===== config.mk =====
export PLATFORM = sky130hd
export DESIGN_NAME = wired_or_signal_aggregator_flat
export DESIGN_NICKNAME = d
export VERILOG_FILES = /design/src/hdl/wosa_pkg.sv /design/src/hdl/wosa_in_if.sv /design/src/hdl/wosa_out_if.sv /design/src/hdl/wosa_cfg.sv /design/src/hdl/wosa_state.sv /design/src/hdl/wosa_eval.sv /design/src/hdl/wired_or_signal_aggregator.sv /design/src/flat_wrapper.sv
export SDC_FILE = /design/constraint.sdc
export NUM_CORES = 1
export LEC_CHECK = 0
export ABC_AREA = 0
export BUFFER_PORTS_ARGS = -buffer_cell sky130_fd_sc_hd__buf_2
export CAP_MARGIN = 20
export CORE_MARGIN = 5
export CORE_UTILIZATION = 60
export CTS_CLUSTER_DIAMETER = 100
export DETAILED_ROUTE_END_ITERATION = 8
export HOLD_SLACK_MARGIN = 0.12
export PLACE_DENSITY = 0.79
export SKIP_CTS_REPAIR_TIMING = 1
export SYNTH_ARGS = -nofsm -noshare
export SYNTH_HDL_FRONTEND = slang
export SYNTH_SLANG_ARGS = --single-unit

===== constraint.sdc =====
create_clock -name i_clk -period 5.2 [get_ports i_clk]
set_clock_uncertainty 0.1 [all_clocks]
set_input_delay 0.52 -clock i_clk [delete_from_list [all_inputs] [get_ports i_clk]]
set_output_delay 0.52 -clock i_clk [all_outputs]
set_load 0.03 [all_outputs]

===== src/hdl/wosa_pkg.sv =====
// Types and constants shared by the wired-OR signal aggregator.
package wosa_pkg;

    localparam int TBL_CONNS = 8;

    localparam logic [1:0] CFG_INT_SIGNAL_TABLE = 2'd0;
    localparam logic [1:0] CFG_INT_SIGNAL_VALID = 2'd1;
    localparam logic [1:0] CFG_VECTOR_TABLE     = 2'd2;
    localparam logic [1:0] CFG_VECTOR_VALID     = 2'd3;

    typedef enum logic [2:0] {
        ST_ABSORBED  = 3'd0,
        ST_PROPAGATE = 3'd1,
        ST_DROPPED   = 3'd2,
        ST_ACK_FOUND = 3'd3,
        ST_ACK_NONE  = 3'd4
    } t_status;

    typedef struct packed {
        logic       mode;
        logic [2:0] source;
        logic [3:0] signal_id;
        logic       unspecified_int;
        logic       level;
        logic       edge_flag;
    } t_in_item;

    typedef struct packed {
        t_status    status;
        logic [3:0] signal_out;
        logic       level_out;
        logic       edge_out;
        logic [2:0] skip_connection;
        logic [2:0] ack_connection;
        logic [7:0] vector_out;
        logic       vector_defined;
    } t_out_item;

    typedef struct packed {
        logic [31:0] int_signal_table;
        logic [7:0]  int_signal_valid;
        logic [63:0] vector_table;
        logic [7:0]  vector_valid;
    } t_cfg;

    typedef struct packed {
        logic       en;
        logic       set;
        logic [2:0] src;
        logic [3:0] sig;
    } t_upd;

endpackage


===== src/hdl/wosa_in_if.sv =====
// Input channel carrying edge and acknowledge beats.
interface wosa_in_if;
    logic               valid;
    logic               ready;
    wosa_pkg::t_in_item data;

    modport source (output valid, output data, input ready);
    modport sink   (input valid, input data, output ready);
endinterface


===== src/hdl/wosa_out_if.sv =====
// Output channel carrying result beats.
interface wosa_out_if;
    logic                valid;
    logic                ready;
    wosa_pkg::t_out_item data;

    modport source (output valid, output data, input ready);
    modport sink   (input valid, input data, output ready);
endinterface


===== src/hdl/wosa_cfg.sv =====
// Configuration registers written through the plain write port.
module wosa_cfg (
    input  logic           i_clk,
    input  logic           i_rst_n,
    input  logic           i_cfg_we,
    input  logic [1:0]     i_cfg_idx,
    input  logic [63:0]    i_cfg_data,
    output wosa_pkg::t_cfg o_cfg
);
    import wosa_pkg::*;

    t_cfg r_cfg;

    always_ff @(posedge i_clk) begin
        if (!i_rst_n) begin
            r_cfg <= '0;
        end else if (i_cfg_we) begin
            unique case (i_cfg_idx)
                CFG_INT_SIGNAL_TABLE: r_cfg.int_signal_table <= i_cfg_data[31:0];
                CFG_INT_SIGNAL_VALID: r_cfg.int_signal_valid <= i_cfg_data[7:0];
                CFG_VECTOR_TABLE:     r_cfg.vector_table     <= i_cfg_data;
                CFG_VECTOR_VALID:     r_cfg.vector_valid     <= i_cfg_data[7:0];
            endcase
        end
    end

    assign o_cfg = r_cfg;
endmodule


===== src/hdl/wosa_state.sv =====
// Per-connection assert bits and per-signal assert counts.
module wosa_state #(
    parameter int CONNECTIONS = 8,
    parameter int SIGNALS     = 16,
    parameter int CNTW        = $clog2(CONNECTIONS + 1)
) (
    input  logic                                i_clk,
    input  logic                                i_rst_n,
    input  wosa_pkg::t_upd                      i_upd,
    output logic [CONNECTIONS-1:0][SIGNALS-1:0] o_bits,
    output logic [SIGNALS-1:0][CNTW-1:0]        o_counts
);
    import wosa_pkg::*;

    localparam int CW = (CONNECTIONS > 1) ? $clog2(CONNECTIONS) : 1;
    localparam int SW = (SIGNALS > 1) ? $clog2(SIGNALS) : 1;

    logic [CONNECTIONS-1:0][SIGNALS-1:0] r_bits;
    logic [SIGNALS-1:0][CNTW-1:0]        r_counts;
    logic [CW-1:0]                       w_c;
    logic [SW-1:0]                       w_s;

    assign w_c = CW'(i_upd.src);
    assign w_s = SW'(i_upd.sig);

    always_ff @(posedge i_clk) begin
        if (!i_rst_n) begin
            r_bits   <= '0;
            r_counts <= '0;
        end else if (i_upd.en) begin
            r_bits[w_c][w_s] <= i_upd.set;
            if (i_upd.set) begin
                r_counts[w_s] <= r_counts[w_s] + CNTW'(1);
            end else begin
                r_counts[w_s] <= r_counts[w_s] - CNTW'(1);
            end
        end
    end

    assign o_bits   = r_bits;
    assign o_counts = r_counts;
endmodule


===== src/hdl/wosa_eval.sv =====
// Resolve one registered beat into a result and a state update.
module wosa_eval #(
    parameter int CONNECTIONS = 8,
    parameter int SIGNALS     = 16,
    parameter int CNTW        = $clog2(CONNECTIONS + 1)
) (
    input  wosa_pkg::t_in_item                  i_item,
    input  wosa_pkg::t_cfg                      i_cfg,
    input  logic [CONNECTIONS-1:0][SIGNALS-1:0] i_bits,
    input  logic [SIGNALS-1:0][CNTW-1:0]        i_counts,
    output wosa_pkg::t_out_item                 o_res,
    output wosa_pkg::t_upd                      o_upd
);
    import wosa_pkg::*;

    localparam int CW = (CONNECTIONS > 1) ? $clog2(CONNECTIONS) : 1;
    localparam int SW = (SIGNALS > 1) ? $clog2(SIGNALS) : 1;

    logic          w_found;
    logic [CW-1:0] w_idx;
    logic [3:0]    w_cfg_sig;
    logic [3:0]    w_sig;
    logic          w_held;
    logic [CNTW-1:0] w_cnt;
    logic          w_prop;

    // lowest asserting connection for the acknowledged signal
    always_comb begin
        w_found = 1'b0;
        w_idx   = '0;
        for (int c = CONNECTIONS - 1; c >= 0; c--) begin
            if (i_bits[c][SW'(i_item.signal_id)]) begin
                w_found = 1'b1;
                w_idx   = CW'(c);
            end
        end
    end

    assign w_cfg_sig = i_cfg.int_signal_table[4*i_item.source +: 4];
    assign w_sig     = i_item.unspecified_int ? w_cfg_sig : i_item.signal_id;
    assign w_held    = i_bits[CW'(i_item.source)][SW'(w_sig)];
    assign w_cnt     = i_counts[SW'(w_sig)];

    always_comb begin
        o_res  = '0;
        o_upd  = '0;
        w_prop = 1'b0;
        o_res.status = ST_ABSORBED;
        if (i_item.mode) begin
            o_res.signal_out = i_item.signal_id;
            if (int'(i_item.signal_id) < SIGNALS && w_found) begin
                o_res.status         = ST_ACK_FOUND;
                o_res.ack_connection = 3'(w_idx);
                if (int'(w_idx) < TBL_CONNS && i_cfg.vector_valid[3'(w_idx)]) begin
                    o_res.vector_defined = 1'b1;
                    o_res.vector_out     = i_cfg.vector_table[8*(3'(w_idx)) +: 8];
                end
            end else begin
                o_res.status = ST_ACK_NONE;
            end
        end else if (int'(i_item.source) >= CONNECTIONS) begin
            o_res.signal_out = i_item.signal_id;
        end else if (i_item.unspecified_int
                     && (!i_cfg.int_signal_valid[i_item.source]
                         || int'(w_cfg_sig) >= SIGNALS)) begin
            o_res.status = ST_DROPPED;
        end else if (int'(w_sig) >= SIGNALS) begin
            o_res.signal_out = w_sig;
        end else begin
            o_res.signal_out = w_sig;
            o_upd.src        = i_item.source;
            o_upd.sig        = w_sig;
            o_upd.set        = i_item.level;
            if (i_item.level) begin
                o_upd.en = !w_held;
                w_prop   = !w_held && (w_cnt == '0);
            end else if (w_held) begin
                o_upd.en = 1'b1;
                w_prop   = (w_cnt == CNTW'(1));
            end else begin
                w_prop = i_item.edge_flag && (w_cnt == '0);
            end
            if (w_prop) begin
                o_res.status          = ST_PROPAGATE;
                o_res.level_out       = i_item.level;
                o_res.edge_out        = i_item.edge_flag;
                o_res.skip_connection = i_item.source;
            end
        end
    end
endmodule


===== src/hdl/wired_or_signal_aggregator.sv =====
// Top level of the wired-OR bus signal aggregator.
// Each beat (signal edge or interrupt acknowledge) yields exactly one result beat. A beat is
// captured in an input register, resolved combinationally against the assert bit matrix and the
// per-signal counts, and lands in an output register when the output side can take it; one
// beat is accepted every cycle while the output side keeps taking results. The state update of
// a beat is written in the same cycle its result is registered, so the next beat always sees
// it. Configuration registers reset to zero; the user must write them only while the block is
// idle, which the block itself does not enforce.
module wired_or_signal_aggregator #(
    parameter int CONNECTIONS = 8,
    parameter int SIGNALS     = 16
) (
    input  logic        i_clk,
    input  logic        i_rst_n,
    wosa_in_if.sink     i_in,
    wosa_out_if.source  o_out,
    input  logic        i_cfg_we,
    input  logic [1:0]  i_cfg_idx,
    input  logic [63:0] i_cfg_data
);
    import wosa_pkg::*;

    localparam int CNTW = $clog2(CONNECTIONS + 1);

    logic      r_iv;
    t_in_item  r_item;
    logic      r_ov;
    t_out_item r_out;

    t_cfg      w_cfg;
    t_out_item w_res;
    t_upd      w_upd;
    t_upd      w_upd_q;
    logic      w_adv;
    logic      w_mismatch;

    logic [CONNECTIONS-1:0][SIGNALS-1:0] w_bits;
    logic [SIGNALS-1:0][CNTW-1:0]        w_counts;

    assign w_adv      = r_iv && (!r_ov || o_out.ready);
    assign i_in.ready = !r_iv || w_adv;

    always_ff @(posedge i_clk) begin
        if (!i_rst_n) begin
            r_iv <= 1'b0;
            r_ov <= 1'b0;
        end else begin
            if (i_in.ready) begin
                r_iv <= i_in.valid;
            end
            if (!r_ov || o_out.ready) begin
                r_ov <= r_iv;
            end
        end
    end

    always_ff @(posedge i_clk) begin
        if (i_in.valid && i_in.ready) begin
            r_item <= i_in.data;
        end
        if (w_adv) begin
            r_out <= w_res;
        end
    end

    assign o_out.valid = r_ov;
    assign o_out.data  = r_out;

    wosa_cfg u_cfg (
        .i_clk      (i_clk),
        .i_rst_n    (i_rst_n),
        .i_cfg_we   (i_cfg_we),
        .i_cfg_idx  (i_cfg_idx),
        .i_cfg_data (i_cfg_data),
        .o_cfg      (w_cfg)
    );

    wosa_eval #(
        .CONNECTIONS (CONNECTIONS),
        .SIGNALS     (SIGNALS),
        .CNTW        (CNTW)
    ) u_eval (
        .i_item   (r_item),
        .i_cfg    (w_cfg),
        .i_bits   (w_bits),
        .i_counts (w_counts),
        .o_res    (w_res),
        .o_upd    (w_upd)
    );

    always_comb begin
        w_upd_q    = w_upd;
        w_upd_q.en = w_upd.en && w_adv;
    end

    wosa_state #(
        .CONNECTIONS (CONNECTIONS),
        .SIGNALS     (SIGNALS),
        .CNTW        (CNTW)
    ) u_state (
        .i_clk    (i_clk),
        .i_rst_n  (i_rst_n),
        .i_upd    (w_upd_q),
        .o_bits   (w_bits),
        .o_counts (w_counts)
    );

    // a zero count must match an empty column of assert bits
    always_comb begin
        w_mismatch = 1'b0;
        for (int s = 0; s < SIGNALS; s++) begin
            logic any;
            any = 1'b0;
            for (int c = 0; c < CONNECTIONS; c++) begin
                any = any | w_bits[c][s];
            end
            if ((w_counts[s] == '0) == any) begin
                w_mismatch = 1'b1;
            end
        end
    end

    a_count_bits: assert property (@(posedge i_clk) disable iff (!i_rst_n) !w_mismatch)
        else $error("assert count disagrees with assert bits");

    a_upd_applied: assert property (@(posedge i_clk) disable iff (!i_rst_n)
        w_upd_q.en |=> w_bits[$past(w_upd_q.src)][$past(w_upd_q.sig)] == $past(w_upd_q.set))
        else $error("state update not applied");

    a_vector_zero: assert property (@(posedge i_clk) disable iff (!i_rst_n)
        (r_ov && !r_out.vector_defined) |-> r_out.vector_out == '0)
        else $error("undefined vector carries data");

    a_prop_fields: assert property (@(posedge i_clk) disable iff (!i_rst_n)
        (r_ov && r_out.status != ST_PROPAGATE)
            |-> (!r_out.level_out && !r_out.edge_out && r_out.skip_connection == '0))
        else $error("broadcast fields set without propagation");
endmodule

===== src/flat_wrapper.sv =====
// flat-port wrapper written by rule: the top's interface ports become plain ports
module wired_or_signal_aggregator_flat import wosa_pkg::*;
#(
    parameter int CONNECTIONS = 8,
    parameter int SIGNALS     = 16
)
  (i_clk, i_rst_n, i_cfg_we, i_cfg_idx, i_cfg_data, i_in_valid, i_in_data, i_in_ready, o_out_valid, o_out_data, o_out_ready);
  wosa_in_if i_in_i ();
  wosa_out_if o_out_i ();
  input  logic i_clk;
  input  logic i_rst_n;
  input  logic i_cfg_we;
  input  logic [1:0] i_cfg_idx;
  input  logic [63:0] i_cfg_data;
  input wire logic [$bits(i_in_i.valid)-1:0] i_in_valid;
  input wire logic [$bits(i_in_i.data)-1:0] i_in_data;
  output wire logic [$bits(i_in_i.ready)-1:0] i_in_ready;
  output wire logic [$bits(o_out_i.valid)-1:0] o_out_valid;
  output wire logic [$bits(o_out_i.data)-1:0] o_out_data;
  input wire logic [$bits(o_out_i.ready)-1:0] o_out_ready;
  assign i_in_i.valid = i_in_valid;
  assign i_in_i.data = i_in_data;
  assign i_in_ready = i_in_i.ready;
  assign o_out_valid = o_out_i.valid;
  assign o_out_data = o_out_i.data;
  assign o_out_i.ready = o_out_ready;
  wired_or_signal_aggregator #(.CONNECTIONS(CONNECTIONS), .SIGNALS(SIGNALS)) u_core (.i_clk(i_clk), .i_rst_n(i_rst_n), .i_in(i_in_i), .o_out(o_out_i), .i_cfg_we(i_cfg_we), .i_cfg_idx(i_cfg_idx), .i_cfg_data(i_cfg_data));
endmodule

==> results of run 1 <==
==> state kept, by name, indices dropped and copies added (netlist names), named ones only <==
signal                   count
u_core.o_out.data           24
u_core.o_out.valid           1
u_core.r_item               11
u_core.r_iv                  1
u_core.u_cfg.o_cfg         112
u_core.u_state.o_bits      128
u_core.u_state.o_counts     48
==> layout by cell type, fill, tap and decap left out, types with 6 or more instances in the layout <==
| master | n |
|---|---|
| sky130_fd_sc_hd__a22o_1 | 8 |
| sky130_fd_sc_hd__o311ai_0 | 104 |
| sky130_fd_sc_hd__nor4_1 | 14 |
| sky130_fd_sc_hd__inv_1 | 16 |
| sky130_fd_sc_hd__o31ai_1 | 59 |
| sky130_fd_sc_hd__o21ai_0 | 21 |
| sky130_fd_sc_hd__a211oi_1 | 23 |
| sky130_fd_sc_hd__o22ai_1 | 6 |
| sky130_fd_sc_hd__a31oi_1 | 6 |
| sky130_fd_sc_hd__nand4_1 | 9 |
| sky130_fd_sc_hd__o41ai_1 | 72 |
| sky130_fd_sc_hd__edfxtp_1 | 35 |
| sky130_fd_sc_hd__mux4_2 | 74 |
| sky130_fd_sc_hd__and2_1 | 8 |
| sky130_fd_sc_hd__mux2_2 | 6 |
| sky130_fd_sc_hd__a21oi_1 | 131 |
| sky130_fd_sc_hd__nor2_1 | 71 |
| sky130_fd_sc_hd__clkbuf_1 | 9 |
| sky130_fd_sc_hd__buf_2 | 107 |
| sky130_fd_sc_hd__buf_4 | 55 |
| sky130_fd_sc_hd__nor2b_1 | 16 |
| sky130_fd_sc_hd__nand3_1 | 13 |
| sky130_fd_sc_hd__o211ai_1 | 24 |
| sky130_fd_sc_hd__nor3_1 | 50 |
| sky130_fd_sc_hd__bufinv_16 | 6 |
| sky130_fd_sc_hd__nand2b_1 | 13 |
| sky130_fd_sc_hd__dfxtp_1 | 306 |
| sky130_fd_sc_hd__a2111oi_0 | 9 |
| sky130_fd_sc_hd__nor3_2 | 7 |
| sky130_fd_sc_hd__nand2_1 | 340 |
| sky130_fd_sc_hd__mux2i_1 | 114 |
| sky130_fd_sc_hd__o2bb2ai_1 | 12 |
| sky130_fd_sc_hd__dlygate4sd3_1 | 10 |
| sky130_fd_sc_hd__clkbuf_16 | 36 |
==> stage by stage <==
stage          worst slack, ps  hold slack (ps)  util, %
2_1_floorplan             1019            331.8        -
3_3_place_gp             503.5            338.8    63.40
3_5_place_dp             280.2            344.1    63.42
4_1_cts                  252.7            59.16    67.72
5_1_grt                  60.14            121.3    68.29
6_report                 367.1            123.8    68.29
==> report_power, final <==
group | switching, W | internal [W]
clock network | 0.00108 | 0.00164
registers | 0.0000328 | 0.00271
logic | 0.000554 | 0.000239
==> worst max-delay path, delay by kind of cell, from the launching register on <==
kind | cells | cell delay (ps)
AO/OA/AOI/OAI | 1 | 420
XOR/XNOR | 1 | 240
adder cells (fa/ha/maj) | 1 | 210
buffers and inverters | 1 | 130
flip-flops | 1 | 750
multiplexers | 4 | 1170
AND/OR/NAND/NOR | 4 | 1700
==> cell usage after synthesis (3+ instances only) <==
master,instances
sky130_fd_sc_hd__nand2_1,343
sky130_fd_sc_hd__dfxtp_1,306
sky130_fd_sc_hd__clkbuf_1,138
sky130_fd_sc_hd__a21oi_1,132
sky130_fd_sc_hd__mux2i_1,114
sky130_fd_sc_hd__o311ai_0,104
sky130_fd_sc_hd__mux4_2,74
sky130_fd_sc_hd__nor2_1,72
sky130_fd_sc_hd__o41ai_1,72
sky130_fd_sc_hd__o31ai_1,60
sky130_fd_sc_hd__nor3_1,50
sky130_fd_sc_hd__edfxtp_1,35
sky130_fd_sc_hd__buf_2,26
sky130_fd_sc_hd__o211ai_1,24
sky130_fd_sc_hd__a211oi_1,23
sky130_fd_sc_hd__o21ai_0,21
sky130_fd_sc_hd__inv_1,16
sky130_fd_sc_hd__nor2b_1,16
sky130_fd_sc_hd__nor4_1,14
sky130_fd_sc_hd__nand2b_1,13
sky130_fd_sc_hd__nand3_1,13
sky130_fd_sc_hd__o2bb2ai_1,12
sky130_fd_sc_hd__a2111oi_0,9
sky130_fd_sc_hd__nand4_1,9
sky130_fd_sc_hd__a22o_1,8
sky130_fd_sc_hd__and2_1,8
sky130_fd_sc_hd__buf_1,8
sky130_fd_sc_hd__a31oi_1,7
sky130_fd_sc_hd__buf_6,7
sky130_fd_sc_hd__nor3_2,7
sky130_fd_sc_hd__mux2_2,6
sky130_fd_sc_hd__o22ai_1,6
sky130_fd_sc_hd__xnor2_1,6
sky130_fd_sc_hd__mux2_1,5
sky130_fd_sc_hd__o2111ai_1,5
sky130_fd_sc_hd__or3_1,5
sky130_fd_sc_hd__a211o_1,4
sky130_fd_sc_hd__or4_1,4
sky130_fd_sc_hd__a21o_1,3
sky130_fd_sc_hd__a22oi_1,3
sky130_fd_sc_hd__a2bb2oi_1,3
sky130_fd_sc_hd__a311oi_1,3
sky130_fd_sc_hd__and3_1,3
sky130_fd_sc_hd__buf_4,3
sky130_fd_sc_hd__o311a_1,3
==> layer usage <==
| layer | GRT usage [%] | up-vias | share of wire, % |
|---|---|---|---|
| met5 | 0 | - | 0 |
| li1 | - | 7138 | - |
| met2 | 49.60 | 1095 | 45 |
| met3 | 8.135 | 211 | 11 |
| met1 | 43.96 | 7720 | 39 |
| met4 | 13.13 | 0 | 4.4 |
==> how the worst max path moves through the flow <==
stage                                       end             start  slack (ps)
floorplan           u_core.u_state.o_counts[13]  u_core.r_item[8]        1020
global placement    u_core.u_state.o_counts[46]  u_core.r_item[8]         500
detailed placement  u_core.u_state.o_counts[30]  u_core.r_item[8]         280
CTS                 u_core.u_state.o_counts[46]  u_core.r_item[8]         250
global route        u_core.u_state.o_counts[46]  u_core.r_item[7]          60
finish              u_core.u_state.o_counts[46]  u_core.r_item[8]         370
==> cell type report <==
class                   count  share of cell area, %
clock inverters            16                  1.251
clock buffers              49                  5.049
flip-flops and latches    341                  36.62
well taps                 384                  2.451
inverters                  19                 0.3766
repair buffers            177                  5.937
multi-input cells        1299                  48.32
==> cell families after synthesis <==
kind of cell	after synthesis	share of synthesized area, %
simple gates	564	14.07
compound gates	526	22.27
flops	341	41.23
buf+inv	201	4.888
mux	201	17.10
xor+xnor	6	0.3019
fa+ha+maj	2	0.1437
==> run summary, run 1 <==
Clock transition time at the flip-flop clock pins of the worst setup and hold paths - 60 ps
Largest cells by area after synthesis - sky130_fd_sc_hd__dfxtp_1 35%, sky130_fd_sc_hd__mux4_2 9.6%, sky130_fd_sc_hd__nand2_1 7.4%
Number of DRC markers after the initial detailed-route iteration - 2359
Result of the run - finished clean
Power per cell area - 319.1 nW/um^2
Synth unique cells - 72
Clock latency of the later-clocked register in the worst-skew pair - 530 ps
Actual slew at the worst max-slew pin - 1041 ps
Most area-hungry cell type in the Yosys netlist - sky130_fd_sc_hd__dfxtp_1
Setup repair after global routing missed its margin - false
Leakage power total - 6.733 nW
Die Y-Extent - 180.3 um
Maximum single-stage delay on the critical path - 750 ps
Worst path cell trace - mux2i_1 > mux4_2 > a21o_1 > or3_1 > or4_1 > nand4_1 > clkinv_1 > ha_1 > mux2i_1 > xnor2_2 > nand2_1 > mux2i_1
Final Hold Violating Endpoints - 0
Fraction of final layout cells with drive strength greater than 1 - 17.36%
Number of pins with negative max-slew slack in the final report - 0
Hold Path Class - input pin to register
DR DRC count - 0
Main synth FF type - sky130_fd_sc_hd__dfxtp_1
Antenna Cells - 0
First-pass GRT wire length - 86.28 mm
Global-route usage over all layers - 32.28%
Portion of the post-synthesis area used by sequential elements - 41.23%
Number of routed nets with antenna violations - 0
CTS tree - yes
Deepest level of the CTS H-tree - 2
Post-route fraction of the period consumed by the critical path - 92.94%
Via count - 16160
Vias in the first global route - 15160
Clock Sinks - 341
Number of fillers in the final layout - 2173
Final-layout setup total negative slack - 0 ps
Multi-input combinational cell area - 9470 um^2
Most common cell type on the critical path - sky130_fd_sc_hd__mux2i_1
Worst reg2reg path startpoint - u_core.r_item[8]
Initial standard-cell utilization of the core - 60.65%
Arrival time of data at the critical path endpoint - 5170 ps
Std-Cell Core Area - 28700 um^2
Number of standard cells in the final layout excluding fillers - 2285
Fraction of post-synthesis cell area in the top cell type by area - 35.19%
End of the worst register-to-register path - u_core.u_state.o_counts[46]
Number of vias per cell after detailed routing - 7.074
Worst Hold Launch - i_in_valid
Top-level port count - 108
Gate count after technology mapping - 1841
DIE WIDTH - 180.3 um
Routability cong. - 1.004
Drt first pass iters - 6
Syn-to-layout area delta - 12.59%
Sum of routed wire length over all layers - 54.99 mm
Placed inst area - 18200 um^2
Avg WL per Cell - 24.06 um
Total overflow reported by the global router - 0
Antenna violations before repair - 1
Summed instance area of the synthesized netlist - 17410 um^2
Maxcap violations - 0
Number of flops mapped to enable cells by yosys - 35
FF+latch area - 7177 um^2
Type of element launching the critical path - register
Post-Layout Inst Area - 19600 um^2
Worst Path Max Fanout - 16
Total CTS buffers - 36
Number of buffers between clock root and the deepest sink - 3
R2R Setup Slk - 370 ps
Worst vdd ir - 0.2838 mV
HPWL after detailed placement - 36.97 mm
Total number of placement rows - 62
Final critical path time including I/O delays and setup - 4833 ps
Port Buffer Count - 107
Nets in the synthesized netlist - 1925
Critical Setup Path Class - register to register
Critical-path top delay cell - sky130_fd_sc_hd__edfxtp_1
Critical path data required time - 5540 ps
Placed cells - 2208
Total of flip-flops plus latches after synthesis - 341
FF-to-FF path depth - 12
Worst relative slew slack - 30.54%
Syn_area_per_cell - 9.456 um^2
Setup crit end kind - register
CTS Root Cell - sky130_fd_sc_hd__clkbuf_16
Nets - 1958
Highest clock frequency the design can meet - 206.9 MHz
Share of async-settable or async-resettable flops after synthesis - 0%
Number of warning messages in the yosys log - 0
Total Die Area - 32520 um^2
Depth of the worst hold-timing path - 3
Pin count of the biggest net entering global routing - 118
Total power consumption of the routed design - 0.006254 W
Setup Viol. Count Final - 0
Hold path endpoint - u_core.r_iv
No activity file was read; power rests on OpenSTA's default activity.
==> run 2: changes to the inputs <==
Settings changed: ABC_CLOCK_PERIOD_IN_PS from default to 5200, CORE_UTILIZATION 60 to 30, PLACE_DENSITY 0.79 to 0.45.
==> run 2 against run 1 <==
Fmax shrank 0.31%. Register-to-register slack barely moved. Via count down 3.6%. Global-route usage fell by 13 points. Worst setup slack got worse by 15 ps. Critical path depth decreased by 1. Design area rose by 5.9%. Sequential power hardly changed. Clock power rose by 5%. Worst hold slack worse by 29 ps. Critical path type unchanged. Highest routed layer unchanged.
==> run summary, run 2 (synthesized netlist as in run 1, its figures left out) <==
Sum of routed wire length over all layers - 62.63 mm (+14%)
Gr busiest metal - met2
Actual slew at the worst max-slew pin - 999.7 ps (-41.10 ps)
Syn-to-layout area delta - 19.28%
Critical Setup Path Class - register to register
Fraction of final layout cells with drive strength greater than 1 - 17.90% (+0.54 points)
Worst vdd ir - 0.2022 mV (-29%)
Setup crit end kind - register
Total CTS buffers - 41 (+14%)
DIE WIDTH - 250.9 um (+39%)
Maxcap violations - 0 (unchanged)
DR DRC count - 0 (unchanged)
Leakage power total - 7.060 nW (+4.9%)
Setup slack after layout - 352.2 ps (-14.86 ps)
Antenna Cells - 0 (unchanged)
Nets - 2030 (+3.7%)
Type of element launching the critical path - register
Global-route met1 utilization - 26.61% (-17 points)
Clock transition time at the flip-flop clock pins of the worst setup and hold paths - 60 ps (about the same)
Number of buffers between clock root and the deepest sink - 3 (unchanged)
Total number of placement rows - 88 (+42%)
Die Y-Extent - 250.9 um (+39%)
Setup Viol. Count Final - 0 (unchanged)
Worst path top cell family by delay - multiplexers
Flip-flop count of the largest register, all copies and words added - 128 (unchanged)
Total Die Area - 62940 um^2 (+94%)
Via count - 15590 (-3.6%)
Number of pins with negative max-slew slack in the final report - 0 (unchanged)
CTS tree - yes
Deepest level of the CTS H-tree - 2 (unchanged)
Final-layout setup total negative slack - 0 ps (unchanged)
Setup repair after global routing missed its margin - false
Critical path data required time - 5580 ps (+40 ps)
Total overflow reported by the global router - 0 (unchanged)
Highest-count cells in the layout ignoring fill and taps - 340 x sky130_fd_sc_hd__nand2_1, 306 x sky130_fd_sc_hd__dfxtp_1, 131 x sky130_fd_sc_hd__a21oi_1
Hold Path Class - input pin to register
Vias in the first global route - 14970 (-1.3%)
Arrival time of data at the critical path endpoint - 5220 ps (+50 ps)
Worst relative slew slack - 33.36% (+2.8 points)
Highest clock frequency the design can meet - 206.3 MHz (-0.31%)
Drt first pass iters - 5 (-1)
Port Buffer Count - 107 (unchanged)
Result of the run - finished clean
Number of DRC markers after the initial detailed-route iteration - 1372 (-42%)
Initial standard-cell utilization of the core - 30.23% (-30 points)
Most common library cell in the layout ignoring fill and taps - sky130_fd_sc_hd__nand2_1
Pin count of the biggest net entering global routing - 96 (-19%)
Power per cell area - 309.9 nW/um^2 (-2.9%)
M3 GR Usage - 4.314% (-3.8 points)
Worst setup timing slack at the placement stage - 350.8 ps (+70.61 ps)
Total power consumption of the routed design - 0.006434 W (+2.9%)
Most common cell type on the critical path - sky130_fd_sc_hd__mux4_2
First-pass GRT wire length - 94.93 mm (+10%)
HPWL after detailed placement - 43.23 mm (+17%)
Clock latency of the later-clocked register in the worst-skew pair - 580 ps (+50 ps)
Grt met2 use - 30.20% (-19 points)
Routability cong. - 0.8666 (-14%)
CTS Root Cell - sky130_fd_sc_hd__clkbuf_16
Worst Path Max Fanout - 22 (+6)
Std-Cell Core Area - 57590 um^2 (+100%)
Critical-path top delay cell - sky130_fd_sc_hd__edfxtp_1
Maximum single-stage delay on the critical path - 660 ps (-90 ps)
Number of routed nets with antenna violations - 0 (unchanged)
Number of vias per cell after detailed routing - 5.682 (-20%)
Antenna violations before repair - 0 (-1)
Final critical path time including I/O delays and setup - 4848 ps (+14.86 ps)
Buffers plus inverters on the worst setup path - 1 (unchanged)
Avg WL per Cell - 22.83 um (-5.1%)
Clock Sinks - 341 (unchanged)
Global-route usage over all layers - 19.07% (-13 points)
Number of fillers in the final layout - 5725 (+160%)
Final Hold Violating Endpoints - 0 (unchanged)
Post-route fraction of the period consumed by the critical path - 93.23% (+0.29 points)
Top-level port count - 108 (unchanged)
Worst path cell trace - mux2_1 > mux4_2 > a21oi_4 > mux4_2 > nor3_1 > nor3_2 > xnor2_1 > nand2b_1 > buf_4 > o211ai_1 > o31ai_1
[run 2: final timing paths]
| kind | cells past startpoint | slack (ps) | to | startpoint |
|---|---|---|---|---|
| worst max-delay path | 11 | 350 | u_core.u_state.o_bits[100] | u_core.r_item[7] |
| worst min-delay path | 3 | 100 | u_core.u_cfg.o_cfg[40] | i_cfg_data[32] |
| worst min register to register | 2 | 350 | u_core.u_cfg.o_cfg[41] | u_core.u_cfg.o_cfg[41] |
| worst max register to register | 11 | 350 | u_core.u_state.o_bits[100] | u_core.r_item[7] |
[run 2: routing by layer]
layer	up-vias	wire [um]
met2	523	28680
met5	-	0
met3	78	4394
met4	0	1280
met1	7675	28270
li1	7310	-
[run 2: area by class of cell]
cell class	instances	area (um^2)	share of cell area, %
clock buffer	61	1171	5.640
clock inverter	14	147.6	0.7111
inverter	19	73.82	0.3555
multi-input combinational	1299	9463	45.57
sequential	341	7177	34.56
tap	765	957.2	4.610
timing repair buffer	244	1774	8.545
[run 2: through the flow]
step	util, %	hold slack (ps)	instances	instance area [um^2]
after global routing	36.06	120.2	2743	20760
after CTS	35.05	-6.297	2685	20180
after global placement	32.76	338.8	2610	18860
after detailed placement	32.76	345.7	2610	18860
final	36.06	95.06	2743	20760
after floorplan	-	331.8	1841	17410
[run 2: report_power, final]
| group | total, W | switching, W | internal, W |
|---|---|---|---|
| clock network | 0.00286 | 0.00119 | 0.00166 |
| registers | 0.00275 | 0.0000404 | 0.00271 |
| logic | 0.000828 | 0.000559 | 0.000269 |
| total | 0.00643 | 0.00179 | 0.00464 |
[run 2: worst reg2reg max path: cells and delay by family, from the launching register on]
family | cells | cell delay, ps
DFF | 1 | 660
muxes | 3 | 1600
AOI/OAI and AO/OA | 3 | 800
buffers and inverters | 1 | 320
xor gates and xnor gates | 1 | 610
and+or+nand+nor | 3 | 640
